### src/rtl/core/shl_pkg.sv
`default_nettype none

package shl_pkg;

  localparam int TCNT_W  = 7;
  localparam int BCNT_W  = 9;
  localparam int MAX_RES = 6;
  localparam int RCNT_W  = 3;

  localparam logic [TCNT_W-1:0] MAX_TOKENS  = 7'd64;
  localparam logic [BCNT_W-1:0] TOKEN_BYTES = 9'd256;

  localparam logic [7:0] CH_AMP   = 8'h26;
  localparam logic [7:0] CH_BAR   = 8'h7c;
  localparam logic [7:0] CH_SEMI  = 8'h3b;
  localparam logic [7:0] CH_GT    = 8'h3e;
  localparam logic [7:0] CH_TWO   = 8'h32;
  localparam logic [7:0] CH_LT    = 8'h3c;
  localparam logic [7:0] CH_DOL   = 8'h24;
  localparam logic [7:0] CH_SPACE = 8'h20;

  localparam logic [2:0] EV_SEP  = 3'd0;
  localparam logic [2:0] EV_RED  = 3'd1;
  localparam logic [2:0] EV_VAR  = 3'd2;
  localparam logic [2:0] EV_CMD  = 3'd3;
  localparam logic [2:0] EV_BYTE = 3'd4;
  localparam logic [2:0] EV_EOL  = 3'd5;

  localparam logic [2:0] SEP_BG   = 3'd0;
  localparam logic [2:0] SEP_AND  = 3'd1;
  localparam logic [2:0] SEP_PIPE = 3'd2;
  localparam logic [2:0] SEP_OR   = 3'd3;
  localparam logic [2:0] SEP_SEMI = 3'd4;

  localparam logic [1:0] TGT_OUT  = 2'd0;
  localparam logic [1:0] TGT_BOTH = 2'd1;
  localparam logic [1:0] TGT_ERR  = 2'd2;
  localparam logic [1:0] TGT_IN   = 2'd3;

  typedef enum logic [2:0] {
    M_NONE, M_AMP, M_BAR, M_GT, M_GTGT, M_TWO, M_TWOGT, M_SKIP
  } lex_mode_t;

  typedef enum logic [2:0] {
    T_NONE, T_SEP, T_RED, T_VAR, T_CMD
  } tok_type_t;

  typedef struct packed {
    logic [7:0] char_code;
    logic       end_of_line;
  } in_word_t;

  typedef struct packed {
    logic [2:0]        event_res;
    logic [TCNT_W-1:0] token_number;
    logic [2:0]        separator;
    logic [1:0]        redirect_target;
    logic              append_mode;
    logic [7:0]        byte_value;
    logic              overflow;
    logic              last_result;
  } out_word_t;

  typedef struct packed {
    lex_mode_t         mode;
    tok_type_t         ctype;
    logic              prev_space;
    logic [TCNT_W-1:0] tcount;
    logic [BCNT_W-1:0] bcount;
    logic [1:0]        ptgt;
    logic              papp;
  } lex_state_t;

  typedef struct packed {
    logic [RCNT_W-1:0]          cnt;
    out_word_t [MAX_RES-1:0]    w;
  } res_list_t;

  localparam lex_state_t LEX_RESET = '{
    mode: M_NONE, ctype: T_NONE, prev_space: 1'b1,
    tcount: '0, bcount: '0, ptgt: TGT_OUT, papp: 1'b0
  };

endpackage

`default_nettype wire

### src/rtl/core/shl_step.sv
`default_nettype none

module shl_step
  import shl_pkg::*;
(
  input  lex_state_t st,
  input  in_word_t   in_word,
  output lex_state_t st_nxt,
  output res_list_t  res
);

  typedef struct packed {
    lex_state_t s;
    res_list_t  l;
  } ctx_t;

  localparam logic [RCNT_W-1:0] RES_LIMIT = RCNT_W'(MAX_RES);

  function automatic out_word_t mk(logic [2:0] ev, logic [TCNT_W-1:0] tn,
                                   logic [2:0] sep, logic [1:0] tgt,
                                   logic app, logic [7:0] b, logic ovf);
    out_word_t w;
    w.event_res       = ev;
    w.token_number    = tn;
    w.separator       = sep;
    w.redirect_target = tgt;
    w.append_mode     = app;
    w.byte_value      = b;
    w.overflow        = ovf;
    w.last_result     = 1'b0;
    return w;
  endfunction

  function automatic res_list_t push(res_list_t l, out_word_t w);
    res_list_t r;
    r = l;
    if (l.cnt < RES_LIMIT) begin
      r.w[l.cnt] = w;
      r.cnt      = l.cnt + 1'b1;
    end
    return r;
  endfunction

  function automatic ctx_t open_tok(ctx_t x, tok_type_t t, output logic ovf);
    ctx_t y;
    y = x;
    y.s.ctype = t;
    if (x.s.tcount < MAX_TOKENS) begin
      y.s.tcount = x.s.tcount + 1'b1;
      y.s.bcount = '0;
      ovf        = 1'b0;
    end else begin
      y.s.bcount = TOKEN_BYTES;
      ovf        = 1'b1;
    end
    return y;
  endfunction

  function automatic ctx_t add_byte(ctx_t x, logic [7:0] c);
    ctx_t y;
    logic o;
    y = x;
    o = 1'b1;
    if (x.s.bcount < TOKEN_BYTES) begin
      y.s.bcount = x.s.bcount + 1'b1;
      o          = 1'b0;
    end
    y.l = push(y.l, mk(EV_BYTE, y.s.tcount, SEP_BG, TGT_OUT, 1'b0, c, o));
    return y;
  endfunction

  function automatic ctx_t emit_sep(ctx_t x, logic [2:0] sep);
    ctx_t y;
    logic o;
    y = open_tok(x, T_SEP, o);
    y.l = push(y.l, mk(EV_SEP, y.s.tcount, sep, TGT_OUT, 1'b0, 8'h00, o));
    return y;
  endfunction

  function automatic ctx_t emit_red(ctx_t x, logic [1:0] tgt, logic app);
    ctx_t y;
    logic o;
    y = open_tok(x, T_RED, o);
    y.l = push(y.l, mk(EV_RED, y.s.tcount, SEP_BG, tgt, app, 8'h00, o));
    y.s.mode = M_SKIP;
    y.s.ptgt = TGT_OUT;
    y.s.papp = 1'b0;
    return y;
  endfunction

  function automatic ctx_t cmd_start(ctx_t x);
    ctx_t y;
    logic o;
    y = open_tok(x, T_CMD, o);
    y.l = push(y.l, mk(EV_CMD, y.s.tcount, SEP_BG, TGT_OUT, 1'b0, 8'h00, o));
    return y;
  endfunction

  function automatic ctx_t text(ctx_t x, logic [7:0] c);
    ctx_t y;
    y = x;
    if (x.s.ctype == T_CMD) begin
      y = add_byte(y, c);
    end else if (x.s.ctype == T_RED || x.s.ctype == T_VAR) begin
      if (c == CH_SPACE) y = cmd_start(y);
      y = add_byte(y, c);
    end else begin
      y = cmd_start(y);
      y = add_byte(y, c);
    end
    return y;
  endfunction

  function automatic ctx_t plain(ctx_t x, logic [7:0] c);
    ctx_t y;
    logic o;
    y = x;
    o = 1'b0;
    unique case (c)
      CH_AMP:  y.s.mode = M_AMP;
      CH_BAR:  y.s.mode = M_BAR;
      CH_SEMI: y = emit_sep(y, SEP_SEMI);
      CH_GT: begin
        y.s.mode = M_GT;
        y.s.ptgt = TGT_OUT;
        y.s.papp = 1'b0;
      end
      CH_LT:   y = emit_red(y, TGT_IN, 1'b0);
      CH_DOL: begin
        y = open_tok(y, T_VAR, o);
        y.l = push(y.l, mk(EV_VAR, y.s.tcount, SEP_BG, TGT_OUT, 1'b0, 8'h00, o));
      end
      CH_TWO: begin
        if (x.s.prev_space) y.s.mode = M_TWO;
        else y = text(y, c);
      end
      default: y = text(y, c);
    endcase
    return y;
  endfunction

  function automatic ctx_t feed(ctx_t x, logic [7:0] c);
    ctx_t y;
    logic done;
    y = x;
    done = 1'b0;
    unique case (x.s.mode)
      M_AMP: begin
        y.s.mode = M_NONE;
        if (c == CH_AMP) begin
          y = emit_sep(y, SEP_AND);
          done = 1'b1;
        end else begin
          y = emit_sep(y, SEP_BG);
        end
      end
      M_BAR: begin
        y.s.mode = M_NONE;
        if (c == CH_BAR) begin
          y = emit_sep(y, SEP_OR);
          done = 1'b1;
        end else begin
          y = emit_sep(y, SEP_PIPE);
        end
      end
      M_GT: begin
        if (c == CH_GT) begin
          y.s.mode = M_GTGT;
          y.s.papp = 1'b1;
          done = 1'b1;
        end else if (c == CH_AMP) begin
          y = emit_red(y, TGT_BOTH, 1'b0);
          done = 1'b1;
        end else begin
          y = emit_red(y, TGT_OUT, 1'b0);
        end
      end
      M_GTGT: begin
        if (c == CH_AMP) begin
          y = emit_red(y, TGT_BOTH, 1'b1);
          done = 1'b1;
        end else begin
          y = emit_red(y, TGT_OUT, 1'b1);
        end
      end
      M_TWO: begin
        if (c == CH_GT) begin
          y.s.mode = M_TWOGT;
          y.s.ptgt = TGT_ERR;
          y.s.papp = 1'b0;
          done = 1'b1;
        end else begin
          y.s.mode = M_NONE;
          y = text(y, CH_TWO);
        end
      end
      M_TWOGT: begin
        if (c == CH_GT) begin
          y = emit_red(y, TGT_ERR, 1'b1);
          done = 1'b1;
        end else begin
          y = emit_red(y, TGT_ERR, 1'b0);
        end
      end
      M_NONE, M_SKIP: ;
    endcase
    if (!done) begin
      if (y.s.mode == M_SKIP && c == CH_SPACE) begin
        done = 1'b1;
      end else begin
        if (y.s.mode == M_SKIP) y.s.mode = M_NONE;
        y = plain(y, c);
      end
    end
    return y;
  endfunction

  function automatic ctx_t flush(ctx_t x);
    ctx_t y;
    y = x;
    unique case (x.s.mode)
      M_AMP:                 y = emit_sep(y, SEP_BG);
      M_BAR:                 y = emit_sep(y, SEP_PIPE);
      M_GT, M_GTGT, M_TWOGT: y = emit_red(y, x.s.ptgt, x.s.papp);
      M_TWO:                 y = text(y, CH_TWO);
      M_NONE, M_SKIP: ;
    endcase
    y.l = push(y.l, mk(EV_EOL, y.s.tcount, SEP_BG, TGT_OUT, 1'b0, 8'h00, 1'b0));
    return y;
  endfunction

  ctx_t cx;

  always_comb begin
    cx.s = st;
    cx.l = '0;
    cx = feed(cx, in_word.char_code);
    cx.s.prev_space = (in_word.char_code == CH_SPACE);
    if (in_word.end_of_line) begin
      cx = flush(cx);
      cx.s = LEX_RESET;
    end
    if (cx.l.cnt != '0) cx.l.w[cx.l.cnt - 1'b1].last_result = 1'b1;
    st_nxt = cx.s;
    res    = cx.l;
  end

endmodule

`default_nettype wire

### src/rtl/core/shl_drain.sv
`default_nettype none

module shl_drain
  import shl_pkg::*;
(
  input  logic      clk,
  input  logic      rst_n,
  input  logic      load_valid,
  output logic      load_ready,
  input  res_list_t load_list,
  output logic      out_valid,
  input  logic      out_ready,
  output out_word_t out_data
);

  out_word_t [MAX_RES-1:0] bank_r;
  logic [RCNT_W-1:0]       cnt_r, cnt_nxt;
  logic [RCNT_W-1:0]       idx_r, idx_nxt;
  logic                    last_take;

  assign out_valid  = idx_r < cnt_r;
  assign out_data   = bank_r[idx_r];
  assign last_take  = out_valid && out_ready && (idx_r == cnt_r - 1'b1);
  assign load_ready = !out_valid || last_take;

  always_comb begin
    cnt_nxt = cnt_r;
    idx_nxt = idx_r;
    if (load_valid && load_ready) begin
      cnt_nxt = load_list.cnt;
      idx_nxt = '0;
    end else if (out_valid && out_ready) begin
      idx_nxt = idx_r + 1'b1;
    end
  end

  always_ff @(posedge clk) begin
    if (!rst_n) begin
      cnt_r <= '0;
      idx_r <= '0;
    end else begin
      cnt_r <= cnt_nxt;
      idx_r <= idx_nxt;
    end
  end

  always_ff @(posedge clk) begin
    if (load_valid && load_ready) bank_r <= load_list.w;
  end

endmodule

`default_nettype wire

### src/rtl/core/shell_command_lexer.sv
`default_nettype none

// Channel  Ports                          Word
// input    in_valid / in_ready / in_data    in_word_t: one byte, end-of-line flag
// result   out_valid / out_ready / out_data out_word_t: one token event
//
// One result word leaves per cycle while out_ready is high. The result bank
// takes the next input word once it is empty or as its last result is taken,
// so plain text bytes flow at one word per cycle. Results come from the input
// register, then the result bank. The bank drain sets the throughput.
// rst_n clears the lexer state and empties the input register and bank.
// in_ready is high while the input register is empty or can load the bank.
module shell_command_lexer
  import shl_pkg::*;
(
  input  logic      clk,
  input  logic      rst_n,
  input  logic      in_valid,
  output logic      in_ready,
  input  in_word_t  in_data,
  output logic      out_valid,
  input  logic      out_ready,
  output out_word_t out_data
);

  in_word_t   in_r;
  logic       in_full_r, in_full_nxt;
  lex_state_t state_r, state_nxt;
  res_list_t  step_res;
  logic       bank_ready;
  logic       advance;

  assign advance  = in_full_r && bank_ready;
  assign in_ready = !in_full_r || advance;

  shl_step u_step (
    .st      (state_r),
    .in_word (in_r),
    .st_nxt  (state_nxt),
    .res     (step_res)
  );

  shl_drain u_drain (
    .clk        (clk),
    .rst_n      (rst_n),
    .load_valid (in_full_r),
    .load_ready (bank_ready),
    .load_list  (step_res),
    .out_valid  (out_valid),
    .out_ready  (out_ready),
    .out_data   (out_data)
  );

  always_comb begin
    in_full_nxt = in_full_r;
    if (in_valid && in_ready) in_full_nxt = 1'b1;
    else if (advance) in_full_nxt = 1'b0;
  end

  always_ff @(posedge clk) begin
    if (!rst_n) begin
      in_full_r <= 1'b0;
      state_r   <= LEX_RESET;
    end else begin
      in_full_r <= in_full_nxt;
      if (advance) state_r <= state_nxt;
    end
  end

  always_ff @(posedge clk) begin
    if (in_valid && in_ready) in_r <= in_data;
  end

endmodule

`default_nettype wire
### config.mk
export PLATFORM = sky130hd
export DESIGN_NAME = shell_command_lexer
export DESIGN_NICKNAME = d
export VERILOG_FILES = /design/src/rtl/core/shl_pkg.sv /design/src/rtl/core/shl_step.sv /design/src/rtl/core/shl_drain.sv /design/src/rtl/core/shell_command_lexer.sv
export SDC_FILE = /design/constraint.sdc
export NUM_CORES = 1
export LEC_CHECK = 0
export BUFFER_PORTS_ARGS = -buffer_cell sky130_fd_sc_hd__buf_2
export CORE_MARGIN = 10
export CORE_UTILIZATION = 48
export CTS_BUF_LIST = sky130_fd_sc_hd__clkbuf_8
export CTS_CLUSTER_SIZE = 12
export DETAILED_ROUTE_END_ITERATION = 12
export GPL_ROUTABILITY_DRIVEN = 1
export PLACE_DENSITY = 0.65
export SLEW_MARGIN = 5
export SYNTH_ARGS = -nofsm -noshare
export SYNTH_HDL_FRONTEND = slang
export SYNTH_HIERARCHICAL = 1
export SYNTH_SLANG_ARGS = --single-unit
### constraint.sdc
create_clock -name clk -period 17.3 [get_ports clk]
set_clock_uncertainty 0.05 [all_clocks]
set_input_delay 1.73 -clock clk [delete_from_list [all_inputs] [get_ports clk]]
set_output_delay 1.73 -clock clk [all_outputs]
set_load 0.005 [all_outputs]
-- After elaboration in Yosys (flattened, before gate mapping)
Index checks and enable logic that the tools add are counted.
- register bits: 198
- input port bits: 13
- logic and storage cells: 506
- $add $sub $neg: 24
- $lt $le $gt $ge: 43
- eq/ne operators: 31
- mux-type cells: 314
- bitwise gates (word level): 1
- reduce and logical (&&, ||, !) cells: 33
- operators with widths (kind ; number):
    159-bit two-way mux ; 38
    156-bit bitwise mux ; 23
    185-bit two-way mux ; 18
    185-bit case mux with 6 select lines ; 1
    182-bit two-way mux ; 5
    159-bit case mux with 5 select lines ; 1
    26-bit demux with 3-bit select ; 10
    178-bit case mux with 4 select lines ; 1
    178-bit two-way mux ; 3
    26-bit two-way mux ; 14
    7-bit two-way mux ; 45
    9-bit two-way mux ; 29
    157-bit two-way mux ; 1
    156-bit two-way mux ; 1
    1-bit two-way mux ; 103
    20-bit case mux with 5 select lines ; 1
    9-bit by 1-bit adder with 9-bit output, second input constant ; 9
    9-bit < comparator, second input constant ; 9
    26-bit binary-select mux with 3-bit select ; 1
    8-bit by 6-bit == test with 1-bit output, second input constant ; 7
    3-bit by 4-bit < comparator with 1-bit output, second input constant ; 11
    3-bit by 1-bit adder with 3-bit output, second input constant ; 10
    3-bit by 2-bit == test with 1-bit output, second input constant ; 10
    3-bit == test, second input constant ; 10
    29 further kinds ; 85

-- Longest topological paths before layout
- word-level depth: 88
- gate-level depth with buffers: 33
- depth with buffers taken out: 27

-- By module
Netlist, hierarchy kept.
- modules (own cells, without submodules) (module ; times used ; cells an instance ; area each (µm²)):
    shl_step ; 1 ; 1748 ; 10388.7
    shl_drain ; 1 ; 323 ; 6311.1
    shell_command_lexer ; 1 ; 134 ; 1405.1

-- Least setup slack after synthesis
OpenSTA, ideal clock, no wires.
- kind: register -> register
- start: register in_r[8] (netlist bit)
- end: register u_drain/bank_r[52] (netlist bit), data pin
- library setup time: 255 ps
- arrival: 6271 ps
- setup slack: 10724 ps
- cell stages (with the launch flop): 32
- path buffers: 6
- clock period less this slack: 6576 ps
- cell sequence: edfxtp_1 nand4bb_1 buf_2 buf_2 o22ai_1 o22ai_1 buf_2 ha_1 clkbuf_1 inv_1 a21o_1 ha_1 or4_1 a211oi_2 nor4_2 buf_4 ha_1 clkbuf_1 inv_1 nand2_1 ha_1 inv_1 a31oi_1 o22ai_1 a211oi_2 nor2_1 xor2_1 a21oi_2 inv_1 ha_1 inv_1 and3_1
- RTL lines (what ; line ; text):
    from (decl) ; shell_command_lexer.sv:26 ; in_word_t in_r;
    from (signal assigned) ; shell_command_lexer.sv:71 ; if (in_valid && in_ready) in_r <= in_data;
    to (signal assigned) ; shl_drain.sv:48 ; if (load_valid && load_ready) bank_r <= load_list.w;
    to (decl) ; shl_drain.sv:16 ; out_word_t [MAX_RES-1:0] bank_r;

==> impl_summary.log <==
INFO  metric run_status = finished with violations
INFO  metric violated_checks = capacitance limit, slew limit
INFO  metric route.vias.total = 18900
INFO  metric critPathMaxFanout = 31
INFO  metric hold_buffers = 0
INFO  metric place.port_buffers = 40
INFO  metric postCtsResizedCells = 0
INFO  metric wl_per_cell = 30.5 um
INFO  metric core = 0.0369 mm2
INFO  metric grt_setup_unrepaired = no
INFO  metric timing.setup.tns = 0 ps
INFO  metric number_of_instances_in_the_synthesized_netlist = 2194
INFO  metric root_buffer = sky130_fd_sc_hd__clkbuf_8
INFO  metric ant_nets = 0
INFO  metric synth_warnings = 6
INFO  metric timing.critical_path.from_type = flip-flop
INFO  metric finish_stage_setup_viols = 0
INFO  metric tightest_slew = 1480 ps
INFO  metric maximum_number_of_pins_on_one_net_before_global_route_repair = 71
INFO  metric floorplan.die.height = 214 um
INFO  metric power.ir.vdd_worst = 0.0000565 V
INFO  metric critical_path.max_stage_delay = 900 ps
INFO  metric htreeDepth = 4
INFO  metric p_comb_share = 26.9%
INFO  metric grt_pass1_vias = 17500
INFO  metric wire_length_of_the_first_global_routing_pass = 119000 um
INFO  metric cts_sinks = 197
INFO  metric path_cells = nand3b_1 -> a21oi_1 -> nand2_1 -> inv_1 -> ha_1 -> nor2_1 -> nand2_1 -> a21oi_1 -> o32ai_1 -> a211oi_2 -> nor4_2 -> buf_4 -> ha_1 -> inv_1 -> nand2_1 -> ha_1 -> nand3_1 -> o32a_1 -> a211oi_1 -> a211oi_2 -> nor3b_2 -> o21ai_0 -> and3_1
INFO  metric post_synth.cell_area_avg = 8.22 um2
INFO  metric layout.cell_area.non_filler = 0.0188 mm2
INFO  metric insertion_delay = 540 ps
INFO  metric timing.final.crit_period = 8430 ps
INFO  metric power.switching = 453 uW
INFO  metric die_span_x = 214 um
INFO  metric layout_worst_path_cycle_share = 48.7%
INFO  metric finalNetCount = 2174
INFO  metric final_core_util = 51.0%
INFO  metric post_drt_via_cell_ratio = 7.13
INFO  metric dpl.hpwl = 58300 um
INFO  metric clk_path_buf_depth = 2
INFO  metric routabilityCongestion = 1.04
INFO  metric detail_route.drc_violations = 0
INFO  metric max_slew_margin = -1.38%
INFO  metric postCtsSetupBuffers = 0
INFO  metric cts_tree = done
INFO  metric p_leak = 0.00652 uW
INFO  metric floorplan.rows = 70
INFO  metric syn_area = 0.0180 mm2
INFO  metric number_of_antenna_violations_at_the_first_check_in_global_routing = 0
INFO  metric cpMaxStageDelayCell = sky130_fd_sc_hd__nor3b_2
INFO  metric detailedRoute.firstIterationViolations = 3147
INFO  metric wirelength = 80800 um
INFO  metric placement.cell_area = 0.0184 mm2
INFO  metric timing.setup.critical_path_class = reg -> reg
INFO  metric p_sw_share = 36.4%
INFO  metric maxCapViolCount = 1
INFO  metric power_frac_clock = 26.2%
INFO  metric ios = 41
INFO  metric timing.fmax = 0.119 GHz
INFO  metric dr.pass1.iters = 6
INFO  metric drive_above_1_share = 12.8%
INFO  metric grt_remaining_overflow = 0
INFO  metric syn2layout_area_growth = 4.20%
INFO  metric sequentialPowerShare = 46.9%
INFO  metric cts-buffers-inserted = 17
INFO  metric cellInternalPower = 793 uW
INFO  metric worst_setup_hold_path_clk_slew = 120 ps
INFO  metric critPathRequiredTime = 17540 ps
INFO  metric grt_usage = 35.1%
INFO  metric dp.cells = 2623
INFO  metric worstSetupEndpointType = flip-flop
INFO  metric hold_viol_final = 0
INFO  metric initial_core_util = 48.9%
INFO  metric fin_cells = 2655
INFO  metric holdCritPathClass = reg -> reg
INFO  metric p_total = 1250 uW
INFO  metric critical_path_arrival = 8660 ps
INFO  metric dieArea = 0.0457 mm2
INFO  metric slew_viol_final = 1
INFO  metric power_per_cell_area = 66.3 mW/mm2
INFO  metric insertedDiodeCount = 0
==> cell usage in the layout (no fill, tap or decap), types with 9 or more instances in the layout <==
cell                       count
sky130_fd_sc_hd__a211oi_1     30
sky130_fd_sc_hd__a21o_1       15
sky130_fd_sc_hd__a21oi_1     195
sky130_fd_sc_hd__a221oi_1     11
sky130_fd_sc_hd__a22oi_1      23
sky130_fd_sc_hd__a31oi_1      31
sky130_fd_sc_hd__a32oi_1      13
sky130_fd_sc_hd__and2_1       43
sky130_fd_sc_hd__and3_1       32
sky130_fd_sc_hd__buf_2        40
sky130_fd_sc_hd__buf_4        59
sky130_fd_sc_hd__clkbuf_8     17
sky130_fd_sc_hd__conb_1       21
sky130_fd_sc_hd__dfxtp_1      31
sky130_fd_sc_hd__edfxtp_1    165
sky130_fd_sc_hd__ha_1         23
sky130_fd_sc_hd__inv_1        57
sky130_fd_sc_hd__mux2i_1      41
sky130_fd_sc_hd__mux4_2       26
sky130_fd_sc_hd__nand2_1     253
sky130_fd_sc_hd__nand2b_1     23
sky130_fd_sc_hd__nand3_1      56
sky130_fd_sc_hd__nand4_1      41
sky130_fd_sc_hd__nor2_1      189
sky130_fd_sc_hd__nor2b_1       9
sky130_fd_sc_hd__nor3_1       59
sky130_fd_sc_hd__nor3_2       10
sky130_fd_sc_hd__nor4_1        9
sky130_fd_sc_hd__o211ai_1     22
sky130_fd_sc_hd__o21a_1       19
sky130_fd_sc_hd__o21ai_0     170
sky130_fd_sc_hd__o21ai_1      17
sky130_fd_sc_hd__o21ai_2      20
sky130_fd_sc_hd__o221ai_1     12
sky130_fd_sc_hd__o22ai_1      68
sky130_fd_sc_hd__o31ai_1      10
sky130_fd_sc_hd__or3_1        14
sky130_fd_sc_hd__xnor2_1      26
==> critical path, delay by kind of cell (launching register included) <==
kind / cells / cell delay, ps
fa+ha+maj: 3 / 1410
compound gates: 8 / 2130
flops: 1 / 650
simple gates: 9 / 2900
buf+inv: 3 / 1040
==> sequential cells by signal (all words and copies together), names as in the netlist <==
name	cells
u_drain/bank_r	156
state_r	25
in_r	9
u_drain/cnt_r	3
u_drain/idx_r	3
in_full_r	1
==> metal layers <==
metal	track usage (%)	part of all wire (%)	vias to the layer above
met5	0	0	-
met4	14.7	4.7	0
met3	10.1	13	280
met2	52.5	43	1438
met1	46.7	39	9024
li1	-	-	8196
==> worst paths after layout <==
| check | start | end | slack (ps) | depth (start not counted) |
|---|---|---|---|---|
| worst min register to register | u_drain/cnt_r[1] | u_drain/cnt_r[1] | 450 | 2 |
| worst max register to register | state_r[24] | u_drain/bank_r[61] | 8870 | 23 |
| worst min-delay path | u_drain/cnt_r[1] | u_drain/cnt_r[1] | 450 | 2 |
| worst max-delay path | state_r[24] | u_drain/bank_r[61] | 8870 | 23 |
==> cell type report <==
class	instances	area, um2
Clock inverter	15	199
Fill cell	3646	18100
Tap cell	504	631
Clock buffer	17	234
Timing Repair Buffer	99	643
Multi-Input combinational cell	1763	11300
Sequential cell	197	5600
Inverter	60	225
==> metrics by stage <==
step,setup WS (ps),hold WS [ps]
5_1_grt,8390,475
2_1_floorplan,10720,385
3_5_place_dp,9290,417
4_1_cts,9250,435
3_3_place_gp,9520,400
6_report,8870,448
==> power by group through the flow <==
stage                     clock, uW  combinational [uW]  sequential, uW
after floorplan                   0                 237             579
after global placement            0                 320             594
after detailed placement          0                 322             596
after CTS                       333                 324             585
after global routing            349                 356             589
final                           326                 335             585
No activity file was read; power rests on OpenSTA's default activity.
